[config.mk]
export PLATFORM = sky130hd
export DESIGN_NAME = pcrct_seq
export DESIGN_NICKNAME = d
export VERILOG_FILES = /design/src/hw/rtl/pcrct_pkg.sv /design/src/hw/rtl/pcrct_seq.sv
export SDC_FILE = /design/constraint.sdc
export NUM_CORES = 1
export LEC_CHECK = 0
export BUFFER_PORTS_ARGS = -buffer_cell sky130_fd_sc_hd__buf_2
export CAP_MARGIN = 5
export CORE_ASPECT_RATIO = 0.7
export CORE_UTILIZATION = 50
export CTS_BUF_LIST = sky130_fd_sc_hd__clkbuf_8
export CTS_CLUSTER_SIZE = 24
export DETAILED_ROUTE_END_ITERATION = 10
export PLACE_DENSITY = 0.83
export REMOVE_ABC_BUFFERS = 1
export SLEW_MARGIN = 10
export SYNTH_ARGS = -nofsm -noshare
export SYNTH_HDL_FRONTEND = slang
export SYNTH_SLANG_ARGS = --single-unit
[constraint.sdc]
create_clock -name clk_i -period 10.5 [get_ports clk_i]
set_input_delay 1.05 -clock clk_i [delete_from_list [all_inputs] [get_ports clk_i]]
set_output_delay 1.05 -clock clk_i [all_outputs]
set_load 0.03 [all_outputs]
[src/hw/rtl/pcrct_pkg.sv]
package pcrct_pkg;

  // table geometry
  localparam int unsigned TABLE_DEPTH = 256;
  localparam int unsigned IDX_W = (TABLE_DEPTH > 1) ? $clog2(TABLE_DEPTH) : 1;
  localparam int unsigned CNT_W = $clog2(TABLE_DEPTH + 1);

  typedef logic [IDX_W-1:0] idx_t;
  typedef logic [CNT_W-1:0] cnt_t;
  typedef logic [31:0]      word_t;
  typedef logic [7:0]       out_idx_t;
  typedef logic [8:0]       out_used_t;

  localparam word_t COUNT_MAX = '1;

  // request codes
  typedef enum logic [1:0] {
    REQ_RECORD = 2'd0,
    REQ_READ   = 2'd1,
    REQ_CLEAR  = 2'd2
  } req_e;

  // result status codes
  typedef enum logic [2:0] {
    ST_COUNTED  = 3'd0,
    ST_NEW      = 3'd1,
    ST_FULL     = 3'd2,
    ST_READ_OK  = 3'd3,
    ST_READ_BAD = 3'd4,
    ST_CLEARED  = 3'd5
  } status_e;

  typedef struct packed {
    logic [1:0] req_type;
    word_t      client_addr;
    out_idx_t   read_index;
  } req_t;

  typedef struct packed {
    status_e   status;
    out_idx_t  entry_index;
    word_t     entry_addr;
    word_t     entry_count;
    out_used_t entries_used;
  } res_t;

  // one table entry as held in the ram
  typedef struct packed {
    word_t addr;
    word_t count;
  } entry_t;

endpackage

[src/hw/rtl/pcrct_seq.sv]
module pcrct_seq (
  input  logic              clk_i,
  input  logic              rst_ni,
  input  logic              start_i,
  output logic              busy_o,
  input  pcrct_pkg::req_t   req_i,
  output logic              done_o,
  output pcrct_pkg::res_t   res_o,
  output logic              wr_en_o,
  output pcrct_pkg::idx_t   wr_addr_o,
  output pcrct_pkg::entry_t wr_data_o,
  output logic              rd_en_o,
  output pcrct_pkg::idx_t   rd_addr_o,
  input  pcrct_pkg::entry_t rd_data_i
);

  typedef enum logic [3:0] {
    S_IDLE   = 4'b0001,
    S_SCAN   = 4'b0010,
    S_APPEND = 4'b0100,
    S_READ   = 4'b1000
  } state_e;

  state_e                state_q, state_d;
  pcrct_pkg::word_t      key_q, key_d;
  pcrct_pkg::out_idx_t   ridx_q, ridx_d;
  pcrct_pkg::idx_t       cmp_idx_q, cmp_idx_d;
  pcrct_pkg::cnt_t       used_q, used_d;
  pcrct_pkg::res_t       res_q, res_d;
  logic                  done_q, done_d;

  pcrct_pkg::cnt_t       next_cnt;
  pcrct_pkg::word_t      inc_count;
  logic                  hit;

  assign busy_o = (state_q != S_IDLE);
  assign done_o = done_q;
  assign res_o  = res_q;

  // shared compare and saturating increment on the entry just read
  assign hit       = (rd_data_i.addr == key_q);
  assign inc_count = (rd_data_i.count == pcrct_pkg::COUNT_MAX) ? pcrct_pkg::COUNT_MAX
                                                               : rd_data_i.count + 32'd1;
  assign next_cnt  = pcrct_pkg::cnt_t'(cmp_idx_q) + pcrct_pkg::cnt_t'(1);

  // sequencer
  always_comb begin
    state_d   = state_q;
    key_d     = key_q;
    ridx_d    = ridx_q;
    cmp_idx_d = cmp_idx_q;
    used_d    = used_q;
    res_d     = res_q;
    done_d    = 1'b0;
    rd_en_o   = 1'b0;
    rd_addr_o = cmp_idx_q;
    wr_en_o   = 1'b0;
    wr_addr_o = cmp_idx_q;
    wr_data_o = '{addr: key_q, count: inc_count};

    case (state_q)
      S_IDLE: begin
        if (start_i) begin
          case (req_i.req_type)
            pcrct_pkg::REQ_RECORD: begin
              key_d     = req_i.client_addr;
              cmp_idx_d = '0;
              if (used_q == '0) begin
                state_d = S_APPEND;
              end else begin
                rd_en_o   = 1'b1;
                rd_addr_o = '0;
                state_d   = S_SCAN;
              end
            end
            pcrct_pkg::REQ_READ: begin
              ridx_d = req_i.read_index;
              if (32'(req_i.read_index) < 32'(used_q)) begin
                rd_en_o   = 1'b1;
                rd_addr_o = pcrct_pkg::idx_t'(req_i.read_index);
                state_d   = S_READ;
              end else begin
                done_d             = 1'b1;
                res_d.status       = pcrct_pkg::ST_READ_BAD;
                res_d.entry_index  = req_i.read_index;
                res_d.entry_addr   = '0;
                res_d.entry_count  = '0;
                res_d.entries_used = pcrct_pkg::out_used_t'(used_q);
              end
            end
            pcrct_pkg::REQ_CLEAR: begin
              used_d             = '0;
              done_d             = 1'b1;
              res_d.status       = pcrct_pkg::ST_CLEARED;
              res_d.entry_index  = '0;
              res_d.entry_addr   = '0;
              res_d.entry_count  = '0;
              res_d.entries_used = '0;
            end
            default: ;
          endcase
        end
      end

      // one entry compared per cycle while the next one is fetched
      S_SCAN: begin
        if (hit) begin
          wr_en_o            = 1'b1;
          done_d             = 1'b1;
          res_d.status       = pcrct_pkg::ST_COUNTED;
          res_d.entry_index  = pcrct_pkg::out_idx_t'(cmp_idx_q);
          res_d.entry_addr   = key_q;
          res_d.entry_count  = inc_count;
          res_d.entries_used = pcrct_pkg::out_used_t'(used_q);
          state_d            = S_IDLE;
        end else if (next_cnt == used_q) begin
          state_d = S_APPEND;
        end else begin
          rd_en_o   = 1'b1;
          rd_addr_o = pcrct_pkg::idx_t'(next_cnt);
          cmp_idx_d = pcrct_pkg::idx_t'(next_cnt);
        end
      end

      // miss: add a new entry or report the table full
      S_APPEND: begin
        done_d  = 1'b1;
        state_d = S_IDLE;
        if (used_q == pcrct_pkg::cnt_t'(pcrct_pkg::TABLE_DEPTH)) begin
          res_d.status       = pcrct_pkg::ST_FULL;
          res_d.entry_index  = '0;
          res_d.entry_addr   = key_q;
          res_d.entry_count  = '0;
          res_d.entries_used = pcrct_pkg::out_used_t'(used_q);
        end else begin
          wr_en_o            = 1'b1;
          wr_addr_o          = pcrct_pkg::idx_t'(used_q);
          wr_data_o          = '{addr: key_q, count: 32'd1};
          used_d             = used_q + pcrct_pkg::cnt_t'(1);
          res_d.status       = pcrct_pkg::ST_NEW;
          res_d.entry_index  = pcrct_pkg::out_idx_t'(used_q);
          res_d.entry_addr   = key_q;
          res_d.entry_count  = 32'd1;
          res_d.entries_used = pcrct_pkg::out_used_t'(used_q + pcrct_pkg::cnt_t'(1));
        end
      end

      // read data for a valid index has arrived
      S_READ: begin
        done_d             = 1'b1;
        state_d            = S_IDLE;
        res_d.status       = pcrct_pkg::ST_READ_OK;
        res_d.entry_index  = ridx_q;
        res_d.entry_addr   = rd_data_i.addr;
        res_d.entry_count  = rd_data_i.count;
        res_d.entries_used = pcrct_pkg::out_used_t'(used_q);
      end

      default: begin
        state_d = S_IDLE;
      end
    endcase
  end

  // control registers
  always_ff @(posedge clk_i or negedge rst_ni) begin
    if (!rst_ni) begin
      state_q <= S_IDLE;
      used_q  <= '0;
      done_q  <= 1'b0;
    end else begin
      state_q <= state_d;
      used_q  <= used_d;
      done_q  <= done_d;
    end
  end

  // payload registers
  always_ff @(posedge clk_i) begin
    key_q     <= key_d;
    ridx_q    <= ridx_d;
    cmp_idx_q <= cmp_idx_d;
    res_q     <= res_d;
  end

  // checks
  a_used_in_range: assert property (@(posedge clk_i) disable iff (!rst_ni)
    32'(used_q) <= pcrct_pkg::TABLE_DEPTH)
    else $error("entry count beyond table depth");

  a_done_returns_idle: assert property (@(posedge clk_i) disable iff (!rst_ni)
    done_q |-> state_q == S_IDLE)
    else $error("result given while sequencer still busy");

  a_clear_empties: assert property (@(posedge clk_i) disable iff (!rst_ni)
    (start_i && !busy_o && req_i.req_type == pcrct_pkg::REQ_CLEAR) |=> used_q == '0)
    else $error("clear left entries in the table");

  a_new_grows: assert property (@(posedge clk_i) disable iff (!rst_ni)
    (done_q && res_q.status == pcrct_pkg::ST_NEW) |->
      used_q == $past(used_q) + pcrct_pkg::cnt_t'(1))
    else $error("new entry without growth of the table");

  a_write_in_place: assert property (@(posedge clk_i) disable iff (!rst_ni)
    wr_en_o |-> (state_q == S_SCAN || state_q == S_APPEND))
    else $error("table written outside search or append");

endmodule

# Word level (Yosys, flattened, before mapping)
# Index checks and enable logic that the tools add are counted.
[totals]
register_bits = 146
out_inout_bits = 168
wordCells = 94
[op_classes]
add_sub_neg = 3
magnitude_cmp = 1
eq_ne = 21
muxes = 46
n_reduce_logical = 12
[ops]
columns = ["operator", "n"]
rows = [
  ["84-bit one-hot mux with 4 select lines", 1],
  ["84-bit two-way mux", 3],
  ["84-bit one-hot mux with 2 select lines", 1],
  ["32-bit two-way mux", 3],
  ["83-bit two-way mux", 1],
  ["8-bit two-way mux", 9],
  ["8-bit one-hot mux with 2 select lines", 3],
  ["32-bit by 1-bit adder with 32-bit output (second input constant)", 1],
  ["32-bit == test", 1],
  ["32-bit == test (second input constant)", 1],
  ["9-bit two-way mux", 3],
  ["9-bit one-hot mux with 2 select lines", 1],
  ["4-bit two-way mux", 4],
  ["4-bit one-hot mux with 2 select lines", 2],
  ["8-bit by 1-bit adder with 9-bit output (second input constant)", 1],
  ["9-bit by 1-bit adder with 9-bit output (second input constant)", 1],
  ["9-bit == test", 1],
  ["9-bit == test (second input constant)", 1],
  ["9-bit logical NOT", 1],
  ["8-bit by 9-bit less-than comparator with 1-bit output", 1],
  ["1-bit two-way mux", 9],
  ["3-bit != test (second input constant)", 3],
  ["3-bit AND reduction", 3],
  ["1-bit one-hot mux with 2 select lines", 4],
  ["18 further kinds", 24],
]

# Depth between registers and ports, before layout
# Gate-level depths: netlist (run 1).
[logic_depth]
ltp_word = 5
ltp_mapped = 11
ltp_nobuf = 9

# Worst setup path before layout (run 1)
# Ideal clock, no wire load.
[synth_timing]
path_kind = "input port to flip-flop"
from = "input req_i[7] (netlist bit)"
to = "register res_q, in the netlist res_o[0] (enable)"
t_arrival_ns = 6.030
slack_ns = 3.916
stages = 6
path_cell_list = "ha_1 a21oi_1 a31oi_1 and3b_1 o21ai_0 a21oi_1"
[synth_via]
elab_chain_len = 3
[synth_rtl]
columns = ["element", "line", "rtl"]
rows = [
  ["from (decl)", "pcrct_seq.sv:6", "input pcrct_pkg::req_t req_i,"],
  ["8-bit by 9-bit less-than comparator with 1-bit output", "pcrct_seq.sv:78", "if (32'(req_i.read_index) < 32'(used_q)) begin"],
  ["3-bit != test (no line)", "-", ""],
  ["5-bit AND reduction (no line)", "-", ""],
  ["to (signal assigned)", "pcrct_seq.sv:183", "res_q <= res_d;"],
  ["to (decl)", "pcrct_seq.sv:29", "pcrct_pkg::res_t res_q, res_d;"],
]
# Every way passes these cells.
# A chain may end at the register's enable or synchronous reset.

# Final worst setup path (run 1)
[layout_timing]
from = "input req_i[1] (netlist bit)"
to = "output rd_addr_o[4]"
[layout_via]
elab_chain_len = 5
[layout_rtl]
columns = ["element", "line", "rtl"]
rows = [
  ["8-bit by 9-bit less-than comparator with 1-bit output", "pcrct_seq.sv:78", ""],
  ["8-bit two-way mux", "pcrct_seq.sv:78", ""],
  ["8-bit one-hot mux with 2 select lines", "pcrct_seq.sv:64", "case (req_i.req_type)"],
  ["8-bit two-way mux", "pcrct_seq.sv:63", "if (start_i) begin"],
  ["8-bit one-hot mux with 2 select lines", "pcrct_seq.sv:61", "case (state_q)"],
  ["to (decl)", "pcrct_seq.sv:13", "output pcrct_pkg::idx_t rd_addr_o,"],
]
# Every way passes these cells.

==> qor.txt, run 1 <==
largest net degree at the start of global routing - 76
Layout Area Growth over Synthesis - 23.35%
Peak Freq - 0.2159 GHz
largest family of logic cells by synthesized area - compound AO/OA/AOI/OAI gates
total track usage - 0.2832
status - finished, final reports clean
Power Total - 1.374 mW
core region area - 15,830 sq um
placed cell count - 1,256
Via-to-Cell Ratio - 5.866
Synth Register Bits - 146
CTS max path bufs - 2
pre-CTS setup slack - 5.948 ns
crit path kind - in -> out
Worst setup SP type - primary input
Filler cells - 1,299
sequential area share after synthesis - 0.5210
commonest non-fill, non-tap cell in the layout - buf_2
Critical Path, Cell by Cell - buf_2 > ha_1 > a2111o_1 > a311oi_1 > and3b_1 > a211oi_2 > a311oi_1 > a211o_1 > buf_2
library cells used by synthesis - 64
CTS tree - yes
Starting Density - 0.5232
share of cells above drive strength 1 - 0.3146
post-route ant nets - 0
multiplexer share of the synthesized area - 0.002417
Fin Clk Skew - 0.01805 ns
GP Congestion - 0.9159
Die Footprint - 17,090 sq um
initial antenna violation count - 1
Final setup viols - 0
async set or reset register ratio after synthesis - 0.09589
period utilization - 0.4411
most frequent cells in the layout - buf_2 (276), edfxtp_1 (132), nand2_1 (91)
post-synthesis adder-cell area fraction - 0.02266
Pwr Density - 134.4 nW/um^2
Post-CTS Resized - 0
placed cell area - 9843 sq um
Worst EP arrival - 3.58 ns
Synth top area share - 0.4785
Leak - 4.355 nW
DRC Markers - 0
worst hold path class - in -> async
CP delay by family, top - compound AO/OA/AOI/OAI gates
Post-Syn Area - 8283 sq um
Max transition margin - 0.1976
overflow left after global routing - 0
wire per inst - 18.84 microns
Synth area leader - edfxtp_1
Clock transition at path regs - 0.09 ns
post-route insts no fill - 1,289
multi-input logic area - 3684 sq um
number of synthesized flops with an enable pin - 132
max-cap viol count - 0
Pins Over Slew Limit - 0
first-pass GRT wire length - 36,800 microns
Synth Warn # - 0
complex-gate fraction of the synthesized area - 0.1855
RSZ-0062 raised after global routing - no
hold_ws - 0.4972 ns
TritonCTS buffer count - 17
root buffer cell - clkbuf_8
Synth Area in Simple Gates - 0.1588
# rows - 38
routed via count - 7,561
CP max-delay cell - a211oi_2
actual slew at the worst max-slew pin - 1.194 ns
TritonRoute pass-1 iters - 9
Nets - 1,179
clock latency on the worst-skew pair - 0.45 ns
Die X - 155.8 microns
Hold-fix buffers, CTS - 0
H-tree levels - 4
Top Ports - 277
Setup TNS Final - 0 ns
Area contributors post-synth - edfxtp_1 (48%), a22o_1 (5.3%), xor2_1 (4.7%)
Storage cell area - 4315 sq um
minimum clock period - 4.631 ns
CP endpoint kind - output port
max incr delay on CP - 0.53 ns
1st-iter DRT viols - 735
Max FO, Critical Path - 6
fin worst setup slack - 5.869 ns
Setup Buffers After CTS - 0
XOR/XNOR Fraction of Synth Area - 0.07085
die height - 109.7 microns
Finished Cell Area - 10,220 sq um
CP required - 9.45 ns
post-synthesis average cell area - 10.38 sq um
Cells after Synth - 798
port buffer count - 276
Final Hold Vio Count - 0
r2r setup slk - 7.03 ns
vias in the first global route - 6,910
DP HPWL - 17,590 microns
final wirelength - 24,280 microns
clock sinks - 146
CP bufs+invs - 2
Final Util - 0.6453
worst vdd ir - 0.07201 mV
ys flop type - edfxtp_1
## metal layers
metal  track usage  vias up  part of all wire
met5             0        -                 0
met4       0.09594        0             0.024
met3       0.06267       43             0.093
met2        0.4509      437              0.46
met1        0.3853     3566              0.43
li1              -     3515                 -
## flip-flops by register name, summed over array words and instances (netlist names)
register,flops
cmp_idx_q,8
done_o,1
key_q,32
res_o,84
ridx_q,8
state_q,4
used_q,9
## final cells by class
| class | instances | share of cell area |
|---|---|---|
| Timing Repair Buffer | 286 | 0.1425 |
| Tap cell | 220 | 0.02694 |
| Multi-Input combinational cell | 574 | 0.3605 |
| Clock buffer | 17 | 0.02290 |
| Sequential cell | 146 | 0.4224 |
| Clock inverter | 15 | 0.01347 |
| Inverter | 30 | 0.01102 |
| Antenna cell | 1 | 0.0002449 |
## worst paths after layout
check / start / end / cells after the start
min in group clk_i: ridx_q[2]$_DFFE_PP_ / res_o[75]$_DFFE_PP_ / 2
worst max-delay path: req_i[1] / rd_addr_o[4] / 9
worst min register to register: ridx_q[2]$_DFFE_PP_ / res_o[75]$_DFFE_PP_ / 2
worst min-delay path: rst_ni / used_q[3]$_DFFE_PN0P_ / 1
max in group asynchronous: rst_ni / state_q[0]$_DFFE_PN1P_ / 1
worst max register to register: used_q[6]$_DFFE_PN0P_ / res_o[80]$_DFFE_PP_ / 8
## cell usage after synthesis (3+ instances only)
| cell type | n |
|---|---|
| edfxtp_1 | 132 |
| nand2_1 | 91 |
| o21ai_0 | 76 |
| a21oi_1 | 52 |
| a22o_1 | 50 |
| xor2_1 | 44 |
| nor2_1 | 40 |
| clkbuf_1 | 38 |
| nand3_1 | 34 |
| inv_1 | 30 |
| xnor2_1 | 23 |
| and3_1 | 19 |
| ha_1 | 15 |
| nor3_1 | 14 |
| dfrtp_1 | 13 |
| nor4_1 | 10 |
| and2_1 | 9 |
| nand4_1 | 7 |
| a222oi_1 | 6 |
| o31ai_1 | 6 |
| and4_1 | 5 |
| buf_2 | 5 |
| a211o_1 | 4 |
| a311oi_1 | 4 |
| nand2b_1 | 4 |
| a211oi_1 | 3 |
| a21o_1 | 3 |
| a31o_2 | 3 |
| a31oi_1 | 3 |
| buf_6 | 3 |
| nand3b_1 | 3 |
| nor4b_1 | 3 |
| o22ai_1 | 3 |
| or3_1 | 3 |
## logic make-up after synthesis
logic type / count (synthesis)
adder cells (fa/ha/maj): 15
buffers and inverters: 78
flip-flops: 146
XOR/XNOR: 67
multiplexers: 2
AO/OA/AOI/OAI: 233
AND/OR/NAND/NOR: 257
## where the power goes
part           switching, mW  total, mW  internal [mW]
Sequential            0.0188      0.692          0.673
Combinational          0.187      0.265         0.0780
Clock                  0.243      0.417          0.174
(Power assumes the default switching activity.)
==> inputs of run 2 (changes only) <==
Settings changed: CORE_UTILIZATION 50 to 48, PLACE_DENSITY 0.83 to 0.84.
Clock period 10.5 ns to 3.9 ns, I/O delays scaled along.
==> run 2 against run 1 <==
Against the previous run:
- worst hold slack worse by 0.40 ns
- global-route usage fell by 0.60 points
- first-iteration DRC count up 25%
- sequential power rose to 2.7 times the previous value
- sequential share of layout area down 0.80 points
- critical path depth is the same
- critical path type is now reg -> out
- largest cell class unchanged
- largest power group unchanged
==> qor.txt, run 2 (synthesized netlist as in run 1, its figures left out) <==
CTS max path bufs - 2 (unchanged)
worst hold path class - in -> reg
most frequent cells in the layout - buf_2 (275), edfxtp_1 (132), nand2_1 (90)
# rows - 39 (+2.6%)
Pwr Density - 371.8 nW/um^2 (+180%)
Critical Path, Cell by Cell - inv_1 > ha_1 > a2111o_1 > a311oi_1 > and3b_1 > a211oi_2 > a311oi_1 > a211o_1 > buf_2
placed cell area - 9922 sq um (+0.80%)
Max transition margin - 0.2571 (+0.05956)
pre-CTS setup slack - 0.4672 ns (-5.480 ns)
wire per inst - 19.07 microns (+1.2%)
Clock transition at path regs - 0.09 ns (about the same)
share of cells above drive strength 1 - 0.3262 (+0.01162)
TritonRoute pass-1 iters - 5 (-4)
routed via count - 7,660 (+1.3%)
DP HPWL - 18,160 microns (+3.3%)
Starting Density - 0.4992 (-0.02391)
Final Util - 0.6278 (-0.01758)
Die Footprint - 17,790 sq um (+4.1%)
CTS tree - yes
initial antenna violation count - 4 (+3)
period utilization - 0.9708
overflow left after global routing - 0 (unchanged)
clock latency on the worst-skew pair - 0.46 ns (about the same)
Top Ports - 277 (unchanged)
Final setup viols - 0 (unchanged)
Leak - 4.458 nW (+2.3%)
port buffer count - 276 (unchanged)
Worst setup SP type - flop
crit path kind - reg -> out
Final Hold Vio Count - 0 (unchanged)
Max FO, Critical Path - 6 (unchanged)
DRC Markers - 0 (unchanged)
minimum clock period - 3.786 ns
Filler cells - 1,390 (+7.0%)
CP required - 3.51 ns (-5.94 ns)
clock sinks - 146 (unchanged)
vias in the first global route - 6,890 (-0.29%)
RSZ-0062 raised after global routing - no
Worst EP arrival - 3.40 ns (-0.18 ns)
Peak Freq - 0.2641 GHz
Critical Path Most Common Cell - a311oi_1
Fin Clk Skew - 0.01300 ns (-0.005055 ns)
status - finished, final reports clean
CP endpoint kind - output port
total track usage - 0.2772 (-0.006037)
core region area - 16,590 sq um (+4.8%)
Via-to-Cell Ratio - 5.861 (about the same)
GP Congestion - 0.9268 (+1.2%)
actual slew at the worst max-slew pin - 1.106 ns (-0.08866 ns)
Largest register FFs - 84 (unchanged)
largest net degree at the start of global routing - 55 (-28%)
max incr delay on CP - 0.52 ns (about the same)
Nets - 1,190 (+0.93%)
root buffer cell - clkbuf_8
1st-iter DRT viols - 918 (+25%)
worst vdd ir - 0.2113 mV (+190%)
TritonCTS buffer count - 17 (unchanged)
die height - 111.9 microns (+2.0%)
commonest non-fill, non-tap cell in the layout - buf_2
max-cap viol count - 0 (unchanged)
Layout Area Growth over Synthesis - 25.74%
Setup TNS Final - 0 ns (unchanged)
Die X - 159.0 microns (+2.0%)
post-route ant nets - 0 (unchanged)
first-pass GRT wire length - 38,180 microns (+3.7%)
final wirelength - 24,930 microns (+2.7%)
H-tree levels - 4 (unchanged)
Pins Over Slew Limit - 0 (unchanged)
CP max-delay cell - a211oi_2
multi-input logic area - 3725 sq um (+1.1%)
fin worst setup slack - 0.1138 ns (-5.755 ns)
Storage cell area - 4315 sq um (unchanged)
Finished Cell Area - 10,420 sq um (+1.9%)
[run 2: worst paths after layout]
path,startpoint,end,depth (start not counted),slack [ns]
max,used_q[1]$_DFFE_PN0P_,rd_addr_o[2],9,0.11
min,req_i[16],key_q[8]$_DFFE_PP_,1,0.10
max reg2reg,key_q[3]$_DFFE_PP_,res_o[4]$_DFFE_PP_,7,0.63
min reg2reg,ridx_q[1]$_DFFE_PP_,res_o[74]$_DFFE_PP_,2,0.58
max in group asynchronous,rst_ni,state_q[0]$_DFFE_PN1P_,2,3.22
min in group asynchronous,rst_ni,used_q[8]$_DFFE_PN0P_,2,0.37
[run 2: cell type report]
| type | count | share of cell area |
|---|---|---|
| multi-input cells | 574 | 0.3576 |
| flip-flops and latches | 146 | 0.4143 |
| repair buffers | 297 | 0.1494 |
| clock buffers | 17 | 0.02247 |
| well taps | 225 | 0.02703 |
| diodes | 3 | 0.0007208 |
| clock inverters | 15 | 0.01754 |
| inverters | 30 | 0.01081 |
[run 2: worst max-delay path, delay by kind of cell, from the launching register on]
kind            cells  cell delay (ns)
compound gates      5             1.66
flops               1             0.45
simple gates        1             0.29
buf+inv             2             0.28
fa+ha+maj           1             0.28
[run 2: metrics by stage]
step	hold slack, ns	total power [mW]	cells
after floorplan	0.09441	2.340	750
after global placement	0.3151	2.604	1269
after detailed placement	0.3204	2.614	1269
after CTS	0.06793	3.879	1302
after global routing	0.06474	4.010	1307
final	0.1001	3.872	1307
[run 2: power by group]
| group | leakage, nW | switching [mW] | internal [mW] |
|---|---|---|---|
| Sequential | 1.42 | 0.0505 | 1.81 |
| Clock | 0.211 | 0.671 | 0.602 |
| Combinational | 2.82 | 0.515 | 0.223 |
| Total | 4.46 | 1.24 | 2.64 |
[run 2: timing repair]
item | CTS | global route
hold buffers | 1 | 0
endpoints found under the setup margin | 2 | 17
endpoints found under the hold margin | 13 | 0
setup buffers | 0 | 2
resized for setup | 1 | 8
[run 2: metal layers]
metal,up-vias,wire (microns),global-route usage,part of all wire
met5,-,17,0,0.00068
met4,2,518,0.1026,0.021
met3,42,2474,0.05924,0.099
met2,488,11320,0.4240,0.45
met1,3589,10590,0.3888,0.42
li1,3539,-,-,-
